$ cat src/hw/rtl/hvcc_pkg.sv
// Package with the shared types and constants of the hvcC to Annex B converter.
`timescale 1ns / 1ps

package hvcc_pkg;

    // Number of fixed header bytes that are skipped at the start of a record.
    localparam logic [4:0] HDR_BYTES = 5'd21;

    // Number of bytes in an Annex B start code.
    localparam logic [2:0] START_LEN = 3'd4;

    // Result kinds.
    localparam logic [1:0] KIND_DATA  = 2'd0;
    localparam logic [1:0] KIND_DONE  = 2'd1;
    localparam logic [1:0] KIND_TRUNC = 2'd2;

    // Parser phases.
    typedef enum logic [3:0] {
        PH_HDR  = 4'd0,
        PH_LSZ  = 4'd1,
        PH_NARR = 4'd2,
        PH_TYPE = 4'd3,
        PH_CNTH = 4'd4,
        PH_CNTL = 4'd5,
        PH_LENH = 4'd6,
        PH_LENL = 4'd7,
        PH_PAY  = 4'd8,
        PH_DONE = 4'd9
    } t_phase;

    // Description of the output beats that one input byte causes.
    typedef struct packed {
        logic       sc;    // emit a start code
        logic       pay;   // emit one payload byte
        logic [7:0] data;  // payload byte
        logic [1:0] stat;  // status kind, KIND_DATA when there is none
    } t_burst;

endpackage

$ cat src/hw/rtl/hvcc_in_if.sv
// Input channel: one hvcC record byte per beat.
`timescale 1ns / 1ps

interface hvcc_in_if;
    logic       valid;
    logic       ready;
    logic [7:0] in_byte;
    logic       in_last;

    modport source (output valid, output in_byte, output in_last, input ready);
    modport sink (input valid, input in_byte, input in_last, output ready);
endinterface

$ cat src/hw/rtl/hvcc_out_if.sv
// Output channel: one Annex B byte or status result per beat.
`timescale 1ns / 1ps

interface hvcc_out_if;
    logic       valid;
    logic       ready;
    logic [7:0] out_byte;
    logic [1:0] out_kind;
    logic       run_last;

    modport source (output valid, output out_byte, output out_kind, output run_last,
                    input ready);
    modport sink (input valid, input out_byte, input out_kind, input run_last,
                  output ready);
endinterface

$ cat src/hw/rtl/hvcc_extradata_to_annexb_top.sv
// Top level of the hvcC to Annex B converter: parser plus output beat register.
//
//   channel   direction  beat contents
//   i_in      in         in_byte, in_last
//   o_out     out        out_byte, out_kind, run_last
//
// A record byte is taken in every cycle while the output keeps up: one payload
// byte per cycle end to end. A length high byte holds the input while its
// four start code beats drain, and a byte marked last adds one status beat.
// The limit is the single output beat register, which holds the beats of one
// input byte.
// Reset is synchronous and active low; it returns the parser to the header.
// A stall on o_out holds the beat in place and stops i_in while that register
// holds any beat.
`timescale 1ns / 1ps

module hvcc_extradata_to_annexb_top (
    input  logic       i_clk,
    input  logic       i_rst_n,
    hvcc_in_if.sink    i_in,
    hvcc_out_if.source o_out
);
    import hvcc_pkg::*;

    t_burst     w_burst;
    logic       w_take;
    logic       w_has_beats;
    logic       w_pop;
    logic [2:0] w_data_cnt;
    logic [2:0] w_total;
    logic       w_beat_last;
    logic       w_pos_data;

    logic       r_busy;
    t_burst     r_b;
    logic [2:0] r_pos;

    assign w_take = i_in.valid && i_in.ready;

    hvcc_parse u_parse (
        .i_clk   (i_clk),
        .i_rst_n (i_rst_n),
        .i_take  (w_take),
        .i_byte  (i_in.in_byte),
        .i_last  (i_in.in_last),
        .o_burst (w_burst)
    );

    // Beat count of the held burst and position decode.
    assign w_has_beats = w_burst.sc || w_burst.pay || (w_burst.stat != KIND_DATA);
    assign w_data_cnt  = r_b.sc ? START_LEN : {2'b00, r_b.pay};
    assign w_total     = w_data_cnt + {2'b00, (r_b.stat != KIND_DATA)};
    assign w_beat_last = (r_pos == (w_total - 3'd1));
    assign w_pos_data  = (r_pos < w_data_cnt);
    assign w_pop       = r_busy && o_out.ready;

    // Output beat contents.
    assign o_out.valid    = r_busy;
    assign o_out.out_byte = !w_pos_data ? 8'd0 :
                            r_b.sc ? ((r_pos == (START_LEN - 3'd1)) ? 8'd1 : 8'd0) :
                            r_b.data;
    assign o_out.out_kind = w_pos_data ? KIND_DATA : r_b.stat;
    assign o_out.run_last = w_beat_last;

    // A new byte is taken when the register is empty or its final beat leaves.
    assign i_in.ready = !r_busy || (o_out.ready && w_beat_last);

    // Output beat register.
    always_ff @(posedge i_clk) begin
        if (!i_rst_n) begin
            r_busy <= 1'b0;
            r_pos  <= 3'd0;
        end else if (w_take && w_has_beats) begin
            r_busy <= 1'b1;
            r_pos  <= 3'd0;
        end else if (w_pop) begin
            if (w_beat_last) begin
                r_busy <= 1'b0;
                r_pos  <= 3'd0;
            end else begin
                r_pos <= r_pos + 3'd1;
            end
        end
    end

    always_ff @(posedge i_clk) begin
        if (w_take && w_has_beats) begin
            r_b <= w_burst;
        end
    end

`ifndef SYNTH
    // A byte is taken over a busy register only as its final beat leaves.
    a_take_on_last: assert property (@(posedge i_clk) disable iff (!i_rst_n)
        (w_take && r_busy) |-> (o_out.ready && w_beat_last))
        else $error("input taken while beats are still pending");

    // The beat position stays inside the held burst.
    a_pos_range: assert property (@(posedge i_clk) disable iff (!i_rst_n)
        r_busy |-> (r_pos < w_total))
        else $error("beat position beyond burst length");

    // A status beat is always the final beat of its input byte.
    a_status_last: assert property (@(posedge i_clk) disable iff (!i_rst_n)
        (r_busy && (o_out.out_kind != KIND_DATA)) |-> o_out.run_last)
        else $error("status beat not marked last");

    // A partly sent burst keeps its position under an output stall.
    a_stall_hold: assert property (@(posedge i_clk) disable iff (!i_rst_n)
        (r_busy && !o_out.ready) |=> (r_busy && $stable(r_pos)))
        else $error("beat position moved during a stall");
`endif

endmodule

$ cat src/hw/rtl/hvcc_parse.sv
// Record parser: tracks the hvcC structure and describes the beats of each byte.
`timescale 1ns / 1ps

module hvcc_parse (
    input  logic            i_clk,
    input  logic            i_rst_n,
    input  logic            i_take,
    input  logic [7:0]      i_byte,
    input  logic            i_last,
    output hvcc_pkg::t_burst o_burst
);
    import hvcc_pkg::*;

    t_phase      r_phase, n_phase;
    logic [4:0]  r_skip, n_skip;
    logic [7:0]  r_arrays, n_arrays;
    logic [15:0] r_nalus, n_nalus;
    logic [15:0] r_payload, n_payload;

    logic [4:0]  w_skip_inc;
    logic [7:0]  w_arrays_dec;
    logic [15:0] w_nalus_dec;
    logic [15:0] w_nalus_full;
    logic [15:0] w_payload_full;
    logic [15:0] w_payload_dec;
    t_phase      w_after_array;
    t_phase      w_after_nal;
    t_burst      w_burst;

    assign w_skip_inc     = r_skip + 5'd1;
    assign w_arrays_dec   = r_arrays - 8'd1;
    assign w_nalus_dec    = r_nalus - 16'd1;
    assign w_nalus_full   = {r_nalus[15:8], i_byte};
    assign w_payload_full = {r_payload[15:8], i_byte};
    assign w_payload_dec  = r_payload - 16'd1;

    // Phase that follows the end of an array and the end of a NAL unit.
    assign w_after_array = (w_arrays_dec == 8'd0) ? PH_DONE : PH_TYPE;
    assign w_after_nal   = (w_nalus_dec == 16'd0) ? w_after_array : PH_LENH;

    // Next state and beat description for the byte that is taken.
    always_comb begin
        n_phase   = r_phase;
        n_skip    = r_skip;
        n_arrays  = r_arrays;
        n_nalus   = r_nalus;
        n_payload = r_payload;
        w_burst   = '0;
        w_burst.data = i_byte;

        case (r_phase)
            PH_HDR: begin
                n_skip = w_skip_inc;
                if (w_skip_inc >= HDR_BYTES) begin
                    n_skip  = 5'd0;
                    n_phase = PH_LSZ;
                end
            end
            PH_LSZ: begin
                n_phase = PH_NARR;
            end
            PH_NARR: begin
                n_arrays = i_byte;
                n_phase  = (i_byte == 8'd0) ? PH_DONE : PH_TYPE;
            end
            PH_TYPE: begin
                n_phase = PH_CNTH;
            end
            PH_CNTH: begin
                n_nalus = {i_byte, 8'd0};
                n_phase = PH_CNTL;
            end
            PH_CNTL: begin
                n_nalus = w_nalus_full;
                if (w_nalus_full == 16'd0) begin
                    n_arrays = w_arrays_dec;
                    n_phase  = w_after_array;
                end else begin
                    n_phase = PH_LENH;
                end
            end
            PH_LENH: begin
                w_burst.sc = 1'b1;
                n_payload  = {i_byte, 8'd0};
                n_phase    = PH_LENL;
            end
            PH_LENL: begin
                n_payload = w_payload_full;
                if (w_payload_full == 16'd0) begin
                    n_nalus = w_nalus_dec;
                    if (w_nalus_dec == 16'd0) begin
                        n_arrays = w_arrays_dec;
                    end
                    n_phase = w_after_nal;
                end else begin
                    n_phase = PH_PAY;
                end
            end
            PH_PAY: begin
                w_burst.pay = 1'b1;
                n_payload   = w_payload_dec;
                if (w_payload_dec == 16'd0) begin
                    n_nalus = w_nalus_dec;
                    if (w_nalus_dec == 16'd0) begin
                        n_arrays = w_arrays_dec;
                    end
                    n_phase = w_after_nal;
                end
            end
            PH_DONE: begin
            end
            default: begin
                n_phase   = PH_HDR;
                n_skip    = 5'd0;
                n_arrays  = 8'd0;
                n_nalus   = 16'd0;
                n_payload = 16'd0;
            end
        endcase

        // The byte marked last appends a status and restarts the parser.
        if (i_last) begin
            w_burst.stat = (n_phase == PH_DONE) ? KIND_DONE : KIND_TRUNC;
            n_phase   = PH_HDR;
            n_skip    = 5'd0;
            n_arrays  = 8'd0;
            n_nalus   = 16'd0;
            n_payload = 16'd0;
        end
    end

    assign o_burst = w_burst;

    // Parser state registers.
    always_ff @(posedge i_clk) begin
        if (!i_rst_n) begin
            r_phase   <= PH_HDR;
            r_skip    <= 5'd0;
            r_arrays  <= 8'd0;
            r_nalus   <= 16'd0;
            r_payload <= 16'd0;
        end else if (i_take) begin
            r_phase   <= n_phase;
            r_skip    <= n_skip;
            r_arrays  <= n_arrays;
            r_nalus   <= n_nalus;
            r_payload <= n_payload;
        end
    end

endmodule
$ cat src/flat_wrapper.sv
// flat-port wrapper written by rule: the top's interface ports become plain ports
module hvcc_extradata_to_annexb_top_flat import hvcc_pkg::*;
  (i_clk, i_rst_n, i_in_valid, i_in_in_byte, i_in_in_last, i_in_ready, o_out_valid, o_out_out_byte, o_out_out_kind, o_out_run_last, o_out_ready);
  hvcc_in_if i_in_i ();
  hvcc_out_if o_out_i ();
  input  logic i_clk;
  input  logic i_rst_n;
  input wire logic [$bits(i_in_i.valid)-1:0] i_in_valid;
  input wire logic [$bits(i_in_i.in_byte)-1:0] i_in_in_byte;
  input wire logic [$bits(i_in_i.in_last)-1:0] i_in_in_last;
  output wire logic [$bits(i_in_i.ready)-1:0] i_in_ready;
  output wire logic [$bits(o_out_i.valid)-1:0] o_out_valid;
  output wire logic [$bits(o_out_i.out_byte)-1:0] o_out_out_byte;
  output wire logic [$bits(o_out_i.out_kind)-1:0] o_out_out_kind;
  output wire logic [$bits(o_out_i.run_last)-1:0] o_out_run_last;
  input wire logic [$bits(o_out_i.ready)-1:0] o_out_ready;
  assign i_in_i.valid = i_in_valid;
  assign i_in_i.in_byte = i_in_in_byte;
  assign i_in_i.in_last = i_in_in_last;
  assign i_in_ready = i_in_i.ready;
  assign o_out_valid = o_out_i.valid;
  assign o_out_out_byte = o_out_i.out_byte;
  assign o_out_out_kind = o_out_i.out_kind;
  assign o_out_run_last = o_out_i.run_last;
  assign o_out_i.ready = o_out_ready;
  hvcc_extradata_to_annexb_top u_core (.i_clk(i_clk), .i_rst_n(i_rst_n), .i_in(i_in_i), .o_out(o_out_i));
endmodule
$ cat config.mk
export PLATFORM = sky130hd
export DESIGN_NAME = hvcc_extradata_to_annexb_top_flat
export DESIGN_NICKNAME = d
export VERILOG_FILES = /design/src/hw/rtl/hvcc_pkg.sv /design/src/hw/rtl/hvcc_in_if.sv /design/src/hw/rtl/hvcc_out_if.sv /design/src/hw/rtl/hvcc_extradata_to_annexb_top.sv /design/src/hw/rtl/hvcc_parse.sv /design/src/flat_wrapper.sv
export SDC_FILE = /design/constraint.sdc
export NUM_CORES = 1
export LEC_CHECK = 0
export BUFFER_PORTS_ARGS = -buffer_cell sky130_fd_sc_hd__buf_2
export CAP_MARGIN = 0
export CELL_PAD_IN_SITES_DETAIL_PLACEMENT = 1
export CELL_PAD_IN_SITES_GLOBAL_PLACEMENT = 1
export CORE_AREA = 2 2 133 83
export CTS_CLUSTER_DIAMETER = 30
export DETAILED_ROUTE_END_ITERATION = 8
export DIE_AREA = 0 0 135 85
export HOLD_SLACK_MARGIN = 0.12
export PLACE_DENSITY_LB_ADDON = 0.1
export SLEW_MARGIN = 20
export SYNTH_ARGS = -nofsm -noshare
export SYNTH_HDL_FRONTEND = slang
export SYNTH_SLANG_ARGS = --single-unit
$ cat constraint.sdc
create_clock -name i_clk -period 3.55 [get_ports i_clk]
set_input_delay 0.71 -clock i_clk [delete_from_list [all_inputs] [get_ports i_clk]]
set_output_delay 0.71 -clock i_clk [all_outputs]
set_load 0.1 [all_outputs]
## After elaboration in Yosys (flattened, before gate mapping)

Cells that the tools add are included.

- Bits in registers: 65
- Input port bits: 13

- $add $sub $neg: 7
- Reductions and logical operators: 31
- Equality and inequality tests: 21
- Bitwise logic cells: 1
- Muxes and demuxes: 37
- Magnitude comparators: 2

Operator list:

| cell | number |
|---|---|
| 16-bit one-hot mux with 5 select lines | 1 |
| 16-bit zero test | 4 |
| 16-bit two-way mux | 4 |
| 16-bit one-hot mux with 4 select lines | 1 |
| 8-bit two-way mux | 7 |
| 4-bit one-hot mux with 10 select lines | 1 |
| 8-bit one-hot mux with 5 select lines | 1 |
| 4-bit two-way mux | 8 |
| 16-bit by 1-bit subtractor with 16-bit output (second input constant) | 2 |
| 4-bit by 3-bit == test with 1-bit output (second input constant) | 4 |
| 8-bit zero test | 2 |
| 4-bit == test (second input constant) | 3 |
| 6-bit OR reduction | 2 |
| 5-bit two-way mux | 2 |
| 5-bit one-hot mux with 2 select lines | 1 |
| 5-bit AND reduction | 2 |
| 3-bit != test (second input constant) | 3 |
| 9-bit OR reduction | 1 |
| 4-bit by 2-bit == test with 1-bit output (second input constant) | 2 |
| 2-bit by 1-bit != test with 1-bit output (second input constant) | 4 |
| 2-bit nonzero test | 4 |
| 8-bit by 1-bit subtractor with 8-bit output (second input constant) | 1 |
| 7-bit OR reduction | 1 |
| 1-bit two-way mux | 6 |
| 21 further kinds | 32 |

## Depth between registers and ports, before layout

- Depth in word-level cells: 14
- Depth in mapped cells: 13
- Depth with buffers taken out: 11

## Hierarchy

Synthesis repeated with hierarchy kept, for this count alone.

- Cell total of the unflattened synthesis: 647
- Area, all modules: 5081.1 µm²

Modules (own cells, without submodules):

| module | times used | cells an instance | area each (µm²) | seq. area each (µm²) |
|---|---|---|---|---|
| hvcc_parse | 1 | 583 | 4317.9 | 980.9 |
| hvcc_extradata_to_annexb_top | 1 | 64 | 763.2 | 440.4 |

## Least setup slack after synthesis

No wires, ideal clock.

- Kind: flip-flop to flip-flop
- From: register u_core.r_b[11] (netlist bit)
- To: register u_core.u_parse.r_nalus[10]
- Required time: 3.431 ns
- Path slack: -0.440 ns
- Cell stages (with the launch flop): 13
- Data arrival time: 3.871 ns
- Library setup time: 0.119 ns
- Cell sequence: edfxtp_1 > inv_1 > nand2_1 > ha_1 > xnor2_1 > o31ai_2 > and2_1 > clkbuf_1 > nand2_1 > a21o_1 > or3_1 > buf_6 > mux2i_1

- Word-level cells in the longest chain between the ends: 8

Ends and longest elaborated chain:

| item | RTL line | RTL |
|---|---|---|
| start: declaration | hvcc_extradata_to_annexb_top.sv:35 | `t_burst r_b;` |
| start signal: assignment | hvcc_extradata_to_annexb_top.sv:88 | `r_b <= w_burst;` |
| 3-bit two-way mux | hvcc_extradata_to_annexb_top.sv:51 | `assign w_data_cnt = r_b.sc ? START_LEN : {2'b00, r_b.pay};` |
| 3-bit by 1-bit adder with 3-bit output | hvcc_extradata_to_annexb_top.sv:52 | `assign w_total = w_data_cnt + {2'b00, (r_b.stat != KIND_DATA)};` |
| 3-bit by 1-bit subtractor with 3-bit output | hvcc_extradata_to_annexb_top.sv:53 | `assign w_beat_last = (r_pos == (w_total - 3'd1));` |
| 3-bit == test | hvcc_extradata_to_annexb_top.sv:53 |  |
| 1-bit logical AND | hvcc_extradata_to_annexb_top.sv:66 | `assign i_in.ready = !r_busy \|\| (o_out.ready && w_beat_last);` |
| 1-bit logical OR | hvcc_extradata_to_annexb_top.sv:66 |  |
| via i_in_ready | flat_wrapper.sv:11 | `output wire logic [$bits(i_in_i.ready)-1:0] i_in_ready;` |
| 1-bit logical AND | hvcc_extradata_to_annexb_top.sv:38 | `assign w_take = i_in.valid && i_in.ready;` |
| 5-bit AND reduction (no line) | - |  |
| end signal: assignment | hvcc_parse.sv:146 | `r_nalus <= n_nalus;` |
| end: declaration | hvcc_parse.sv:17 | `logic [15:0] r_nalus, n_nalus;` |

The timed path passes the listed nets, and every way through them passes these cells.
A chain may end at the register's enable or synchronous reset.

## Worst setup path in the final report

- From: register u_core.u_parse.r_payload[2]
- To: register u_core.u_parse.r_nalus[13]

- Word-level cells in the longest chain between the ends: 4

Ends and longest elaborated chain:

| item | RTL line | RTL |
|---|---|---|
| start: declaration | hvcc_parse.sv:18 | `logic [15:0] r_payload, n_payload;` |
| start signal: assignment | hvcc_parse.sv:147 | `r_payload <= n_payload;` |
| 16-bit by 1-bit subtractor with 16-bit output | hvcc_parse.sv:35 | `assign w_payload_dec = r_payload - 16'd1;` |
| 16-bit zero test | hvcc_parse.sv:102 | `if (w_payload_dec == 16'd0) begin` |
| 3-bit != test (no line) | - |  |
| 5-bit AND reduction (no line) | - |  |

No other way between the ends.

==> impl_metrics.ini <==
[clock_network]
postCtsHoldBufs = 0
insertion_delay_ps = 340
cts_sinks = 65
cts_made_buffers = 9
ctsResizeCount = 0
root_buffer = clkbuf_16
cts_tree = yes
htreeDepth = 3
postCtsSetupRepairBufs = 0
clkTransAtPathRegs_ps = 60
clk_path_buf_depth = 2

[sta]
final.setup_skew_ps = 5.43
slew_viol_final = 0
fmax_mhz = 306
relSlewSlack = 0.384
setup_violations = 0
tightest_slew_ps = 916
hold_viol = 0
fin_setup_tns_ps = 0
layout_worst_path_cycle_share = 0.921
setup_slack_ps = 282
fin_crit_ps = 3270
grt_setup_unrepaired = false

[critical_path]
r2r.worst_path.cells = 8
end_kind = flip-flop
cp_data_arrival_time_ps = 3470
crit_required_ps = 3750
path_class = reg -> reg
rr_startpoint = u_core.u_parse.r_payload[2]
reg2reg_slack_ps = 280
startpoint_type = flip-flop
r2r-end = u_core.u_parse.r_nalus[13]
path_max_fanout = 10

[power]
p_sw_frac = 0.254
p_leak_uw = 0.00214
pwr-share-comb = 0.085
p_switching_uw = 479
pwr-share-clk = 0.509
seqPwrFrac = 0.406
internal_power_uw = 1410
power_density_nw_per_um2 = 364
fin_total_pwr_uw = 1890
max-vdd-ir-drop_uv = 247

[global_routing]
grt_pass1_wl_um = 24200
grtUsageMet2 = 0.408
track_usage = 0.268
gr-usage-met1 = 0.390
use_met3 = 0.0466
grt_max_degree = 32
antenna_found_initial = 0
grt-busiest-layer = met2
grt.overflow.total = 0
grt_pass1_vias = 4519

[detailed_routing]
vias = 4516
dr.pass1.iters = 4
avgViaCountPerCell = 5.94
ant_nets = 0
wirelength_um = 14600
drcViolationCount = 0
initialDrtViolationCount = 294
routedWlPerCell_um = 19.3

[worst_hold_path]
whs_path_depth = 2
hold_path_startpoint = u_core.u_parse.r_arrays[7]
hold_path_end = u_core.u_parse.r_arrays[7]
worstHoldPathType = reg -> reg

[yosys]
synthTopCellsByArea = dfxtp_1 (23%), edfxtp_1 (7.8%), nand2_1 (7.4%), mux2i_1 (5.6%), a21oi_1 (4.9%)
yosysWarnings = 0
ys_seq_area_frac = 0.306
synth_top_area_share = 0.229
ys_types = 58
synth_fp_nets = 634
synth_seq_cells = 65
syn-instance-count = 609
syn_avg_cell_area_sq_um = 7.62
syn_area_sq_um = 4640
ys_async_sr_fraction = 0
ys.flop_type = dfxtp_1
synth_area_leader_cell = dfxtp_1
synth_edf_count = 12

[cells_and_area]
final_common_cell = nand2_1
multi_input_area_sq_um = 3010
fin_cells = 760
layout-drive-gt1-share = 0.0998
final_nets = 641
num-fill-cells = 1275
layout_common_cells = nand2_1 (91), dfxtp_1 (53), nor2_1 (51)
seq_area_sq_um = 1420
antenna_cells = 0
area_growth_pct = 11.5

[placement]
numPortBuffers = 25
dp_slack_ps = 278
gp_congestion = 0.875
dp_hpwl_um = 10500
dp.cells = 744

[floorplanning]
die-area_sq_um = 11500
fp.dieW_um = 135
num_rows = 29
fp.coreArea_sq_um = 10300
num_io_pins = 26
die_y_um = 85
start_util = 0.450

[status]
status = complete, no violations

[run]
maxCapViolCount = 0
[routing by layer]
metal	share of wire	routed length [um]
met5	0	0
met4	0.013	193
met3	0.050	728
met2	0.44	6490
met1	0.49	7220
[flip-flops by register name (all words and copies together) (netlist names)]
| register | cells |
|---|---|
| u_core.u_parse.r_arrays | 8 |
| u_core.u_parse.r_skip | 5 |
| u_core.u_parse.r_payload | 16 |
| u_core.r_b | 12 |
| u_core.u_parse.r_phase | 4 |
| u_core.o_out.valid | 1 |
| u_core.u_parse.r_nalus | 16 |
| u_core.r_pos | 3 |
[critical path: stages (launching register included)]
cell and delay, ps:
dfxtp_1 420, nor4_1 440, nand2_2 140, or4_1 430
xnor2_1 170, a2111o_1 470, a21o_1 230, or3_1 620
mux2i_1 210
[stage by stage]
stage	hold WS, ps	area (sq um)	util
floorplan	458	4650	-
global placement	474	4850	0.471
detailed placement	497	4850	0.471
CTS	506	5170	0.502
global route	529	5180	0.502
finish	500	5180	0.502
[final cells by class]
class,instances,area share
timing repair buffer,34,0.0372
sequential,65,0.275
inverter,16,0.0116
clock buffer,9,0.0435
multi-input combinational,490,0.581
clock inverter,7,0.0184
tap,139,0.0336
[worst max-delay path by stage]
stage	from	endpoint	slack [ps]	cells after the start
2_1_floorplan	u_core.r_b[11]	u_core.u_parse.r_nalus[10]	120	12
3_3_place_gp	u_core.u_parse.r_payload[2]	u_core.u_parse.r_nalus[13]	410	8
3_5_place_dp	u_core.u_parse.r_payload[2]	u_core.u_parse.r_nalus[13]	280	8
4_1_cts	u_core.u_parse.r_payload[2]	u_core.u_parse.r_nalus[13]	270	8
5_1_grt	u_core.r_b[11]	o_out_out_byte[1]	80	6
6_report	u_core.u_parse.r_payload[2]	u_core.u_parse.r_nalus[13]	280	8
[Yosys cell counts, types with 5 or more instances]
master	n
a21oi_1	45
a22oi_1	9
and2_1	10
and3_1	13
clkbuf_1	31
dfxtp_1	53
edfxtp_1	12
ha_1	12
inv_1	16
mux2i_1	26
nand2_1	91
nand2b_1	7
nand3_1	10
nor2_1	51
nor2b_1	23
nor3_1	24
nor4_1	18
o21ai_0	37
o31ai_1	6
or3_1	5
or4_1	8
xnor2_1	17
xor2_1	16
[power groups by stage]
stage | Clock [uW] | Combinational [uW] | Sequential (uW)
after detailed placement | 0 | 160 | 782
final | 959 | 161 | 766
after CTS | 970 | 160 | 766
after floorplan | 0 | 103 | 785
after global placement | 0 | 156 | 780
after global routing | 1000 | 171 | 766
[kinds of logic (layout without fill, tap and decap cells)]
kind of cell	after synthesis	in the layout	share of synthesized area
AO/OA/AOI/OAI	133	133	0.177
XOR/XNOR	33	33	0.0623
adder cells (fa/ha/maj)	12	12	0.0323
buffers and inverters	54	66	0.0485
flip-flops	65	65	0.306
multiplexers	26	26	0.0561
AND/OR/NAND/NOR	286	286	0.318
Note: power is estimated with default switching activity, not from simulation.
